===== src/rmap_pkg.sv =====
// Package: shared types, codes and CRC function for the RMAP header parser.
`timescale 1ns / 1ps
package rmap_pkg;

   localparam int PosWidth = 26;
   localparam logic [PosWidth-1:0] PosMax = {PosWidth{1'b1}};

   localparam logic [7:0] PathLimit = 8'h20;
   localparam logic [7:0] ProtocolId = 8'h01;

   typedef enum logic [2:0] {
      STATUS_OK         = 3'd0,
      STATUS_INCOMPLETE = 3'd1,
      STATUS_HEADER_CRC = 3'd2,
      STATUS_PROTOCOL   = 3'd3,
      STATUS_INVALID    = 3'd4,
      STATUS_DATA_CRC   = 3'd5
   } status_type;

   typedef enum logic {
      KIND_DATA    = 1'b0,
      KIND_SUMMARY = 1'b1
   } result_kind_type;

   // One result beat, highest field first; payload_byte is lowest in tdata.
   typedef struct packed {
      logic [23:0] length_field;
      logic [31:0] memory_addr;
      logic [7:0]  extended_addr;
      logic [15:0] transaction_number;
      logic [7:0]  initiator_logical;
      logic [7:0]  target_logical;
      logic [7:0]  key_or_status;
      logic [7:0]  instruction_byte;
      logic [2:0]  parse_status;
      logic [1:0]  packet_kind;
      logic [7:0]  payload_byte;
   } result_type;

   // Byte-wide RMAP CRC-8 step, reflected polynomial 0xE0.
   function automatic logic [7:0] crc_step(input logic [7:0] crc, input logic [7:0] b);
      logic [7:0] c;
      c = crc ^ b;
      for (int i = 0; i < 8; i++) begin
         c = c[0] ? ((c >> 1) ^ 8'hE0) : (c >> 1);
      end
      return c;
   endfunction

endpackage


===== src/rmap_packet_header_parser.sv =====
// Top level: RMAP packet header parser, one byte per beat.
//
//   channel | ports     | dir | beat content
//   --------+-----------+-----+-------------------------------------------
//   input   | req_*     | in  | packet byte, end mark on tlast
//   result  | rsp_*     | out | payload byte or end-of-packet summary
//
// A byte is taken every cycle that req_tready is high; the per-byte CRC and
// field capture sit between the packet state and result registers, so a
// result appears in the cycle after its byte. The result register holds its
// beat while rsp_tready is low, and req_tready follows it so that a new
// byte is taken whenever the result slot is empty or drains that cycle.
// Synchronous active-high reset returns to the path skipping phase.
`timescale 1ns / 1ps
module rmap_packet_header_parser (
   input  logic         clock,
   input  logic         reset,
   input  logic         req_tvalid,
   output logic         req_tready,
   input  logic [7:0]   req_tdata,   // packet_byte[7:0]
   input  logic         req_tlast,   // end_of_packet
   output logic         rsp_tvalid,
   input  logic         rsp_tready,
   output logic [127:0] rsp_tdata,   // payload_byte, packet_kind, parse_status,
                                     // instruction_byte, key_or_status,
                                     // target_logical, initiator_logical,
                                     // transaction_number, extended_addr,
                                     // memory_addr, length_field, zero fill
   output logic         rsp_tuser    // result_kind
);

   logic                          in_packet_ff, in_packet_in;
   logic [rmap_pkg::PosWidth-1:0] pos_ff, pos_in;
   logic [7:0]  hcrc_ff, hcrc_in, dcrc_ff, dcrc_in;
   logic [7:0]  first_ff, first_in, proto_ff, proto_in, instr_ff, instr_in;
   logic [7:0]  key_ff, key_in, b4_ff, b4_in, tidh_ff, tidh_in, tidl_ff, tidl_in;
   logic [7:0]  ext_ff, ext_in;
   logic [31:0] addr_ff, addr_in;
   logic [23:0] len_ff, len_in;
   logic        bad_ff, bad_in;

   logic                  out_valid_ff, out_valid_in;
   logic                  out_kind_ff, out_kind_in;
   rmap_pkg::result_type  out_ff, out_in;

   logic accept;
   assign req_tready = !out_valid_ff || rsp_tready;
   assign accept     = req_tvalid && req_tready;

   assign rsp_tvalid = out_valid_ff;
   assign rsp_tuser  = out_kind_ff;
   assign rsp_tdata  = {3'b000, out_ff};

   function automatic logic instr_bad(input logic [7:0] ins);
      return ins[7] || (!ins[5] && (ins[4] || !ins[3])) || (!ins[6] && ins[5] && !ins[3]);
   endfunction

   function automatic logic [4:0] header_len(input logic [7:0] ins);
      if (ins[6]) return 5'd16 + {1'b0, ins[1:0], 2'b00};
      return ins[5] ? 5'd8 : 5'd12;
   endfunction

   // Per-byte parse and result build.
   always_comb begin
      logic [7:0]  b, ins;
      logic        cmd, wr, has_data, eop, skip, bad_now, len_ok;
      logic [4:0]  h, ra;
      logic [rmap_pkg::PosWidth-1:0] pos, rel;
      logic [rmap_pkg::PosWidth:0]   total;
      logic [2:0]  status;

      b = req_tdata;
      eop = req_tlast;
      in_packet_in = in_packet_ff; pos_in = pos_ff; hcrc_in = hcrc_ff; dcrc_in = dcrc_ff;
      first_in = first_ff; proto_in = proto_ff; instr_in = instr_ff; key_in = key_ff;
      b4_in = b4_ff; tidh_in = tidh_ff; tidl_in = tidl_ff; ext_in = ext_ff;
      addr_in = addr_ff; len_in = len_ff; bad_in = bad_ff;
      out_valid_in = out_valid_ff && !rsp_tready;
      out_kind_in = out_kind_ff;
      out_in = out_ff;

      skip = !in_packet_ff && (b < rmap_pkg::PathLimit);
      pos = pos_ff;
      if (!skip) begin
         in_packet_in = 1'b1;
         if (pos_ff != rmap_pkg::PosMax) pos_in = pos_ff + 1'b1;
         if (pos == 0) first_in = b;
         if (pos == 1) proto_in = b;
         if (pos == 3) key_in = b;
      end
      bad_now = bad_ff;
      ins = instr_ff;
      if (!skip && pos == 2) begin
         ins = b;
         instr_in = b;
         if (instr_bad(b)) begin
            bad_now = 1'b1;
         end
      end
      bad_in = bad_now;
      cmd = ins[6];
      wr = ins[5];
      h = header_len(ins);
      has_data = cmd == wr;
      ra = cmd ? {1'b0, ins[1:0], 2'b00} : 5'd0;
      rel = pos - {{(rmap_pkg::PosWidth-5){1'b0}}, ra};

      if (!skip) begin
         if (pos < {{(rmap_pkg::PosWidth-5){1'b0}}, h}) begin
            hcrc_in = rmap_pkg::crc_step(hcrc_ff, b);
            if (pos >= 4 && pos >= 4 + {{(rmap_pkg::PosWidth-5){1'b0}}, ra}) begin
               if (rel == 4) b4_in = b;
               else if (rel == 5) tidh_in = b;
               else if (rel == 6) tidl_in = b;
               else if (rel == 7) ext_in = b;
               else if (rel <= 11) begin
                  if (cmd) addr_in = {addr_ff[23:0], b};
                  else if (rel <= 10) len_in = {len_ff[15:0], b};
               end else if (rel <= 14 && cmd) len_in = {len_ff[15:0], b};
            end
         end else begin
            dcrc_in = rmap_pkg::crc_step(dcrc_ff, b);
            if (!eop && !bad_now && has_data &&
                (pos - {{(rmap_pkg::PosWidth-5){1'b0}}, h}) <
                {{(rmap_pkg::PosWidth-24){1'b0}}, len_ff}) begin
               out_valid_in = 1'b1;
               out_kind_in = rmap_pkg::KIND_DATA;
               out_in = '0;
               out_in.payload_byte = b;
            end
         end
      end

      // Summary on the end byte, from the updated state.
      total = {1'b0, {{(rmap_pkg::PosWidth-5){1'b0}}, h}} +
              {{(rmap_pkg::PosWidth-23){1'b0}}, len_in} + 1'b1;
      len_ok = {1'b0, pos_in} == total;
      if (pos_in < 4) status = rmap_pkg::STATUS_INCOMPLETE;
      else if (bad_in) status = rmap_pkg::STATUS_INVALID;
      else if (cmd && !wr && pos_in != {{(rmap_pkg::PosWidth-5){1'b0}}, h})
         status = rmap_pkg::STATUS_INCOMPLETE;
      else if (cmd && wr && pos_in <= {{(rmap_pkg::PosWidth-5){1'b0}}, h})
         status = rmap_pkg::STATUS_INCOMPLETE;
      else if (!cmd && wr && pos_in != {{(rmap_pkg::PosWidth-5){1'b0}}, h})
         status = rmap_pkg::STATUS_INCOMPLETE;
      else if (!cmd && !wr && pos_in < {{(rmap_pkg::PosWidth-5){1'b0}}, h})
         status = rmap_pkg::STATUS_INCOMPLETE;
      else if (hcrc_in != 8'h00) status = rmap_pkg::STATUS_HEADER_CRC;
      else if (proto_in != rmap_pkg::ProtocolId) status = rmap_pkg::STATUS_PROTOCOL;
      else if (!cmd && !wr && ext_in != 8'h00) status = rmap_pkg::STATUS_INVALID;
      else if (has_data && !len_ok) status = rmap_pkg::STATUS_INCOMPLETE;
      else if (has_data && dcrc_in != 8'h00) status = rmap_pkg::STATUS_DATA_CRC;
      else status = rmap_pkg::STATUS_OK;

      if (eop) begin
         out_valid_in = 1'b1;
         out_kind_in = rmap_pkg::KIND_SUMMARY;
         out_in.payload_byte = 8'h00;
         out_in.packet_kind = {instr_in[6], instr_in[5]};
         out_in.parse_status = status;
         out_in.instruction_byte = instr_in;
         out_in.key_or_status = key_in;
         out_in.target_logical = instr_in[6] ? first_in : b4_in;
         out_in.initiator_logical = instr_in[6] ? b4_in : first_in;
         out_in.transaction_number = {tidh_in, tidl_in};
         out_in.extended_addr = instr_in[6] ? ext_in : 8'h00;
         out_in.memory_addr = instr_in[6] ? addr_in : 32'h0;
         out_in.length_field = len_in;
         // Clear packet state for the next packet.
         in_packet_in = 1'b0; pos_in = '0; hcrc_in = '0; dcrc_in = '0;
         first_in = '0; proto_in = '0; instr_in = '0; key_in = '0; b4_in = '0;
         tidh_in = '0; tidl_in = '0; ext_in = '0; addr_in = '0; len_in = '0;
         bad_in = 1'b0;
      end
   end

   // Advance packet state on an accepted beat; drain the result slot.
   always_ff @(posedge clock) begin
      if (reset) begin
         in_packet_ff <= 1'b0; pos_ff <= '0; hcrc_ff <= '0; dcrc_ff <= '0;
         first_ff <= '0; proto_ff <= '0; instr_ff <= '0; key_ff <= '0; b4_ff <= '0;
         tidh_ff <= '0; tidl_ff <= '0; ext_ff <= '0; addr_ff <= '0; len_ff <= '0;
         bad_ff <= 1'b0;
         out_valid_ff <= 1'b0;
      end else if (accept) begin
         in_packet_ff <= in_packet_in; pos_ff <= pos_in; hcrc_ff <= hcrc_in;
         dcrc_ff <= dcrc_in; first_ff <= first_in; proto_ff <= proto_in;
         instr_ff <= instr_in; key_ff <= key_in; b4_ff <= b4_in; tidh_ff <= tidh_in;
         tidl_ff <= tidl_in; ext_ff <= ext_in; addr_ff <= addr_in; len_ff <= len_in;
         bad_ff <= bad_in;
         out_valid_ff <= out_valid_in;
      end else if (rsp_tready) begin
         out_valid_ff <= 1'b0;
      end
   end

   // Result payload: load only with a new beat.
   always_ff @(posedge clock) begin
      if (accept && out_valid_in && !(out_valid_ff && !rsp_tready)) begin
         out_ff <= out_in;
         out_kind_ff <= out_kind_in;
      end
   end

endmodule

===== config.mk =====
export PLATFORM = sky130hd
export DESIGN_NAME = rmap_packet_header_parser
export DESIGN_NICKNAME = d
export VERILOG_FILES = /design/src/rmap_pkg.sv /design/src/rmap_packet_header_parser.sv
export SDC_FILE = /design/constraint.sdc
export NUM_CORES = 1
export LEC_CHECK = 0
export ABC_CLOCK_PERIOD_IN_PS = 10400
export BUFFER_PORTS_ARGS = -buffer_cell sky130_fd_sc_hd__buf_2
export CELL_PAD_IN_SITES_DETAIL_PLACEMENT = 2
export CELL_PAD_IN_SITES_GLOBAL_PLACEMENT = 2
export CORE_UTILIZATION = 38
export DETAILED_ROUTE_END_ITERATION = 6
export GPL_TIMING_DRIVEN = 0
export HOLD_SLACK_MARGIN = 0.05
export PLACE_DENSITY = 0.79
export SYNTH_ARGS = -nofsm -noshare
export SYNTH_HDL_FRONTEND = slang
export SYNTH_SLANG_ARGS = --single-unit

===== constraint.sdc =====
create_clock -name clock -period 10.4 [get_ports clock]
set_clock_uncertainty 0.15 [all_clocks]
set_input_delay 0.52 -clock clock [delete_from_list [all_inputs] [get_ports clock]]
set_output_delay 0.52 -clock clock [all_outputs]
set_load 0.005 [all_outputs]

Yosys cells after proc, flatten, opt, wreduce, memory -nomap -nowiden
Index checks and enable logic that the tools add are counted.
Storage, ports and cells
  bits in registers: 291
  input bits: 13
  word-level logic and storage cells: 250
Operators by class
  $add $sub $neg: 7
  magnitude comparators: 11
  equal/unequal tests: 14
  mux-type cells: 122
  bitwise logic cells: 18
  reduce and logical (&&, ||, !) cells: 50
Operators by type and width (count)
  $mux W125: 4
  $mux W8: 62
  $mux W32: 11
  $mux W24: 12
  $eq A26 B3 Y1 const B: 4
  $le A26 B4 Y1 const B: 3
  $mux W26: 3
  $eq A26 B2 Y1 const B: 2
  $lt A26 B5 Y1: 2
  $not A2 Y3: 16
  $mux W3: 12
  $add A25 B1 Y26 const B: 1
  $add A26 B1 Y26 const B: 1
  $eq A26 B1 Y1 const B: 1
  $eq A26 B26 Y1: 1
  $ge A26 B3 Y1 const B: 1
  $ge A26 B5 Y1: 1
  $le A26 B5 Y1: 1
  $logic_not A26 Y1: 1
  $lt A26 B24 Y1: 1
  $lt A26 B3 Y1 const B: 1
  $ne A26 B26 Y1 const B: 1
  $ne A26 B5 Y1: 1
  $sub A26 B4 Y26: 1
  other kinds (19): 78

Longest topological paths before layout
  word-level depth: 34
  gate-level depth with buffers: 38

Worst setup path before layout
OpenSTA, ideal clock, no wires.
  kind: register to register
  start: register pos_ff[0] (netlist bit)
  end: register out_ff, in the netlist rsp_tdata[0], enable pin
  arrival: 8.069 ns
  slack: 1.704 ns
  stages on the path, launching flop included: 31
  cells stage by stage: dfxtp_1 > inv_1 > ha_1 > nor3b_1 > and2_1 > and4_4 > buf_12 > mux2_4 > buf_8 > inv_6 > clkbuf_1 > clkbuf_1 > or2_2 > nand2_1 > ha_1 > inv_1 > fa_1 > maj3_1 > or2_2 > nor2_1 > nand2_1 > nor3_1 > xor2_1 > ha_1 > a21o_1 > a21oi_1 > and4b_1 > o21ai_0 > a211oi_1 > a21oi_1 > inv_1
Between the ends
  cells in the longest elaborated chain, start to end: 16
RTL lines
  start: declaration: RTL line rmap_packet_header_parser.sv:33  | logic [rmap_pkg::PosWidth-1:0] pos_ff, pos_in;
  start signal: assignment: RTL line rmap_packet_header_parser.sv:186  | in_packet_ff <= in_packet_in; pos_ff <= pos_in; hcrc_ff <= hcrc_in;
  $eq A26 B2 Y1: RTL line rmap_packet_header_parser.sv:93  | if (!skip && pos == 2) begin
  $logic_and A1 B1 Y1: RTL line rmap_packet_header_parser.sv:93
  $mux W8: RTL line rmap_packet_header_parser.sv:93
  $add A5 B4 Y5: RTL line rmap_packet_header_parser.sv:59  | if (ins[6]) return 5'd16 + {1'b0, ins[1:0], 2'b00};
  $mux W5: RTL line rmap_packet_header_parser.sv:59
  $mux W5: RTL line rmap_packet_header_parser.sv:60  | return ins[5] ? 5'd8 : 5'd12;
  $sub A26 B5 Y26: RTL line rmap_packet_header_parser.sv:124  | (pos - {{(rmap_pkg::PosWidth-5){1'b0}}, h}) <
  $lt A26 B24 Y1: RTL line rmap_packet_header_parser.sv:124
  $logic_and A1 B1 Y1: RTL line rmap_packet_header_parser.sv:123  | if (!eop && !bad_now && has_data &&
  $mux W1: RTL line rmap_packet_header_parser.sv:123
  $mux W1: RTL line rmap_packet_header_parser.sv:109  | if (pos < {{(rmap_pkg::PosWidth-5){1'b0}}, h}) begin
  $mux W1: RTL line rmap_packet_header_parser.sv:108  | if (!skip) begin
  $mux W1: RTL line rmap_packet_header_parser.sv:155  | if (eop) begin
  $logic_and A1 B1 Y1 (2 in a row): RTL line rmap_packet_header_parser.sv:199  | if (accept && out_valid_in && !(out_valid_ff && !rsp_tready)) begin
  $reduce_and A4 Y1 (no line) (*)
  end signal: assignment: RTL line rmap_packet_header_parser.sv:200  | out_ff <= out_in;
  end: declaration: RTL line rmap_packet_header_parser.sv:44  | rmap_pkg::result_type out_ff, out_in;
Mark *: on every way between the ends. The rest lies on a longest branch, timed or not. The select of a mux whose other input is x is not followed.
A chain may end at the register's enable or synchronous reset.

Worst setup path after layout
  start: register pos_ff[0] (netlist bit)
  end: register out_ff, in the netlist rsp_tdata[10] (data pin)
Between the ends
  cells in the longest elaborated chain, start to end: 32
RTL lines
  $eq A26 B2 Y1: RTL line rmap_packet_header_parser.sv:93
  $logic_and A1 B1 Y1: RTL line rmap_packet_header_parser.sv:93
  $mux W8: RTL line rmap_packet_header_parser.sv:93
  $mux W4: RTL line rmap_packet_header_parser.sv:105  | ra = cmd ? {1'b0, ins[1:0], 2'b00} : 5'd0;
  $sub A26 B4 Y26: RTL line rmap_packet_header_parser.sv:106  | rel = pos - {{(rmap_pkg::PosWidth-5){1'b0}}, ra};
  $le A26 B4 Y1 (on tied branches): RTL line rmap_packet_header_parser.sv:118, rmap_packet_header_parser.sv:119
  $mux W24 or $logic_and A1 B1 Y1 (tied branches): RTL line rmap_packet_header_parser.sv:118, rmap_packet_header_parser.sv:119
  $mux W24 (on tied branches): RTL line rmap_packet_header_parser.sv:117, rmap_packet_header_parser.sv:119
  [... 16 more ...]
  $mux W3: RTL line rmap_packet_header_parser.sv:148  | else if (hcrc_in != 8'h00) status = rmap_pkg::STATUS_HEADER_CRC;
  $mux W3: RTL line rmap_packet_header_parser.sv:146  | else if (!cmd && !wr && pos_in < {{(rmap_pkg::PosWidth-5){1'b0}}, h})
  $mux W3: RTL line rmap_packet_header_parser.sv:144  | else if (!cmd && wr && pos_in != {{(rmap_pkg::PosWidth-5){1'b0}}, h})
  $mux W3: RTL line rmap_packet_header_parser.sv:142  | else if (cmd && wr && pos_in <= {{(rmap_pkg::PosWidth-5){1'b0}}, h})
  $mux W3: RTL line rmap_packet_header_parser.sv:140  | else if (cmd && !wr && pos_in != {{(rmap_pkg::PosWidth-5){1'b0}}, h})
  $mux W3: RTL line rmap_packet_header_parser.sv:139  | else if (bad_in) status = rmap_pkg::STATUS_INVALID;
  $mux W3 (*): RTL line rmap_packet_header_parser.sv:138  | if (pos_in < 4) status = rmap_pkg::STATUS_INCOMPLETE;
  $mux W125 (*): RTL line rmap_packet_header_parser.sv:155
Marks and branches as above.

==> impl_results.md <==
* Top fanout value on the critical path at 10
* Met1 wire length at just over 30000 um
* Placer Congestion at ~0.94
* Share of cells above drive strength 1 at approximately 12%
* Number of enable flip-flop cells after synthesis at 124
* Cell area after synthesis at approximately 0.017 mm^2
* Rows at 76
* Worst slew pin tran at 1450 ps
* Clk sinks at 289
* Clock slew at reported path FFs at 70 ps
* Total gr overflow at 0
* Most used DFF post-synth: dfxtp_1
* Initial antenna violation count at 3
* Gr usage total at 32.9%
* Core ar. at 0.0434 mm^2
* Routed vias/inst at 5.98
* RSZ-0062 raised after global routing: no
* Fmax at 100 MHz
* Vias in the first global route at 17279
* Critical Path AT at around 10000 ps
* Post-DP HPWL at ~54000 um
* Hold Vio Cnt, Final at 0
* Clk_lat worst skew at 570 ps
* PortBufs at 137
* Deepest clock path buffer count at 3
* Final Setup Violations at 0
* Post-synth top area share at between 20% and 30%
* Crit. End Element: flop
* Placement Cell Area at 0.0182 mm^2
* Area contributors post-synth: edfxtp_1 (22%), dfxtp_1 (20%), a22oi_1 (5.9%), xnor2_1 (5.4%), nor2_1 (5.3%)
* Post-Place Cells at 2633
* Antenna viol nets, final at 0
* I/O pins at 144
* Initial drt markers at 1126
* Tcrit/Tclk final at 95.9%
* DRC viols at 0
* Slew headroom at 3.07%
* Min Tclk post-route at 9970 ps
* LEAKAGE at about 7.0 nW
* Synthesized flop and latch total at 289
* Starting Density at about two fifths
* ANT cells at 0
* Critical Path Start Type: flop
* Worst vdd ir at 112 uV
* Largest stage delay on the critical path at between 600 and 700 ps
* Final wirelength at 73500 um
* Die W at 212 um
* Critical Path RT at between 10000 and 15000 ps
* Vias at 16138
* Pwr dens at 140 mW/mm^2
* Synth area leader: edfxtp_1
* First-pass GRT wire length at 110000 um
* Fill count at 4853
* Slew Viols, Final at 0
* Seq/Total Area, Yosys at 41.9%
* Root buffer cell: clkbuf_16
* PnR worst setup slack at 429 ps
* Post-Layout Cell Count at 2698
* Wire length on met3 at between 3000 and 4000 um
* Number of max-cap violations at 0
* Pre-CTS setup slack at -272 ps
* Synth Warn # at 0
* Outcome: complete, no violations
* Drt first pass iters at 5
* CTS tree: built
* Finished Core Util at between 40 and 50%
* Post-synth cell types at 86
* CTS Buf Count at 34
* Synth-to-Final Area Change at 16.0%
* Avg Inst Size Synth at 8.80 um^2
* Die Ht at 212 um
* Die area at between 0.04 and 0.05 mm^2
* Cell area after layout at 0.0195 mm^2
* Post-synth ARST share at 0%
* Hold Crit Class: in -> reg
* Cells after Synth at 1908
* H-Tree Depth at 2
* CP max stage cell: or4b_1
* Crit path kind: reg -> reg
* Largest net degree at the start of global routing at 97
* Top Layer Used: met5
* Drt wl/cell at 27.2 um
* Nets at ~2100
* Metal2 WL at 35900 um
layout make-up:
type                       instances  area [um^2]  share of cell area [%]
clock inverter                     8          135                   0.694
multi-input combinational       1418         8960                    46.0
sequential                       289         7030                    36.1
timing repair buffer             142          748                    3.84
tap                              585          732                    3.76
clock buffer                      54         1030                    5.27
buffer                           143          618                    3.17
inverter                          59          231                    1.19
synth_stat cells, types with 19 or more instances:
library cell,count
nor3_1,38
a21oi_1,110
nor2_1,239
nand2_1,211
o211a_1,19
ha_1,43
xor2_1,42
mux2i_1,36
dfxtp_1,165
a22oi_1,133
edfxtp_1,124
nand4_1,36
a21boi_0,33
inv_1,57
nand3_1,45
o21ai_0,49
xnor2_1,103
clkbuf_1,116
nor2b_1,31
layer usage:
layer / up-vias / track usage, %
met5: - / 0
met4: 2 / 12.7
met3: 157 / 4.12
met2: 522 / 56.7
met1: 8295 / 41.8
li1: 7162 / -
flip-flops by register name (all words and copies together) (netlist names), 8 cells and up:
| signal | flops |
|---|---|
| addr_ff | 32 |
| b4_ff | 8 |
| dcrc_ff | 8 |
| ext_ff | 8 |
| first_ff | 8 |
| hcrc_ff | 8 |
| instr_ff | 8 |
| key_ff | 8 |
| len_ff | 24 |
| pos_ff | 26 |
| proto_ff | 8 |
| rsp_tdata | 123 |
| tidh_ff | 8 |
| tidl_ff | 8 |
final timing paths:
check | slack, ps | endpoint | startpoint | cells past startpoint
max | 430 | rsp_tdata[10]$_SDFFCE_PN0P_ | pos_ff[0]$_SDFFE_PP0P_ | 36
min reg2reg | 370 | b4_ff[1]$_SDFFE_PP0P_ | b4_ff[1]$_SDFFE_PP0P_ | 2
min | 250 | rsp_tvalid$_SDFFE_PP0P_ | rsp_tready | 3
max reg2reg | 430 | rsp_tdata[10]$_SDFFCE_PN0P_ | pos_ff[0]$_SDFFE_PP0P_ | 36
what timing repair did:
action                                  4_1_cts  5_1_grt
endpoints found under the hold margin         2        0
hold buffers                                  2        0
setup buffers                                 0        2
resized for setup                             3        5
pin swaps                                     0        1
endpoints found under the setup margin        2        2
logic make-up (layout without fill, tap and decap cells):
group | count (synthesis) | count (layout) | share of synthesized area (%)
fa+ha+maj | 47 | 47 | 3.56
buf+inv | 203 | 406 | 5.03
simple gates | 733 | 733 | 21.1
flops | 289 | 289 | 41.9
other cells | 1 | 3 | 0.0223
xor+xnor | 145 | 145 | 7.56
mux | 47 | 47 | 3.02
compound gates | 443 | 443 | 17.8
per-stage QoR:
step | setup TNS (ps) | power (mW) | hold slack (ps)
after global routing | 0 | 2.80 | 259
after detailed placement | -541 | 1.48 | 354
final | 0 | 2.72 | 251
after floorplan | 0 | 1.38 | 321
after global placement | -125120 | 1.47 | 333
after CTS | 0 | 2.74 | 229
critical path, delay by kind of cell (launching register included):
kind | cells | cell delay, ps
simple gates | 15 | 4620
compound gates | 8 | 1430
buf+inv | 7 | 1260
fa+ha+maj | 4 | 1250
flops | 1 | 400
xor+xnor | 1 | 380
mux | 1 | 170
where the power goes:
part	leakage [nW]	internal [mW]	switching, mW	total (mW)
sequential	2.51	1.21	0.0129	1.22
clock	0.562	0.735	0.522	1.26
combinational	3.94	0.0707	0.175	0.246
total	7.01	2.01	0.711	2.72
layout by cell type (no fill, tap or decap), types with 42 or more instances in the layout:
cell type / count
inv_1: 56
nor2_1: 239
dfxtp_1: 165
clkbuf_1: 125
xnor2_1: 103
edfxtp_1: 124
xor2_1: 42
a21oi_1: 110
nand2_1: 211
nand3_1: 45
a22oi_1: 133
buf_2: 148
ha_1: 43
o21ai_0: 49
(Power assumes the default switching activity.)
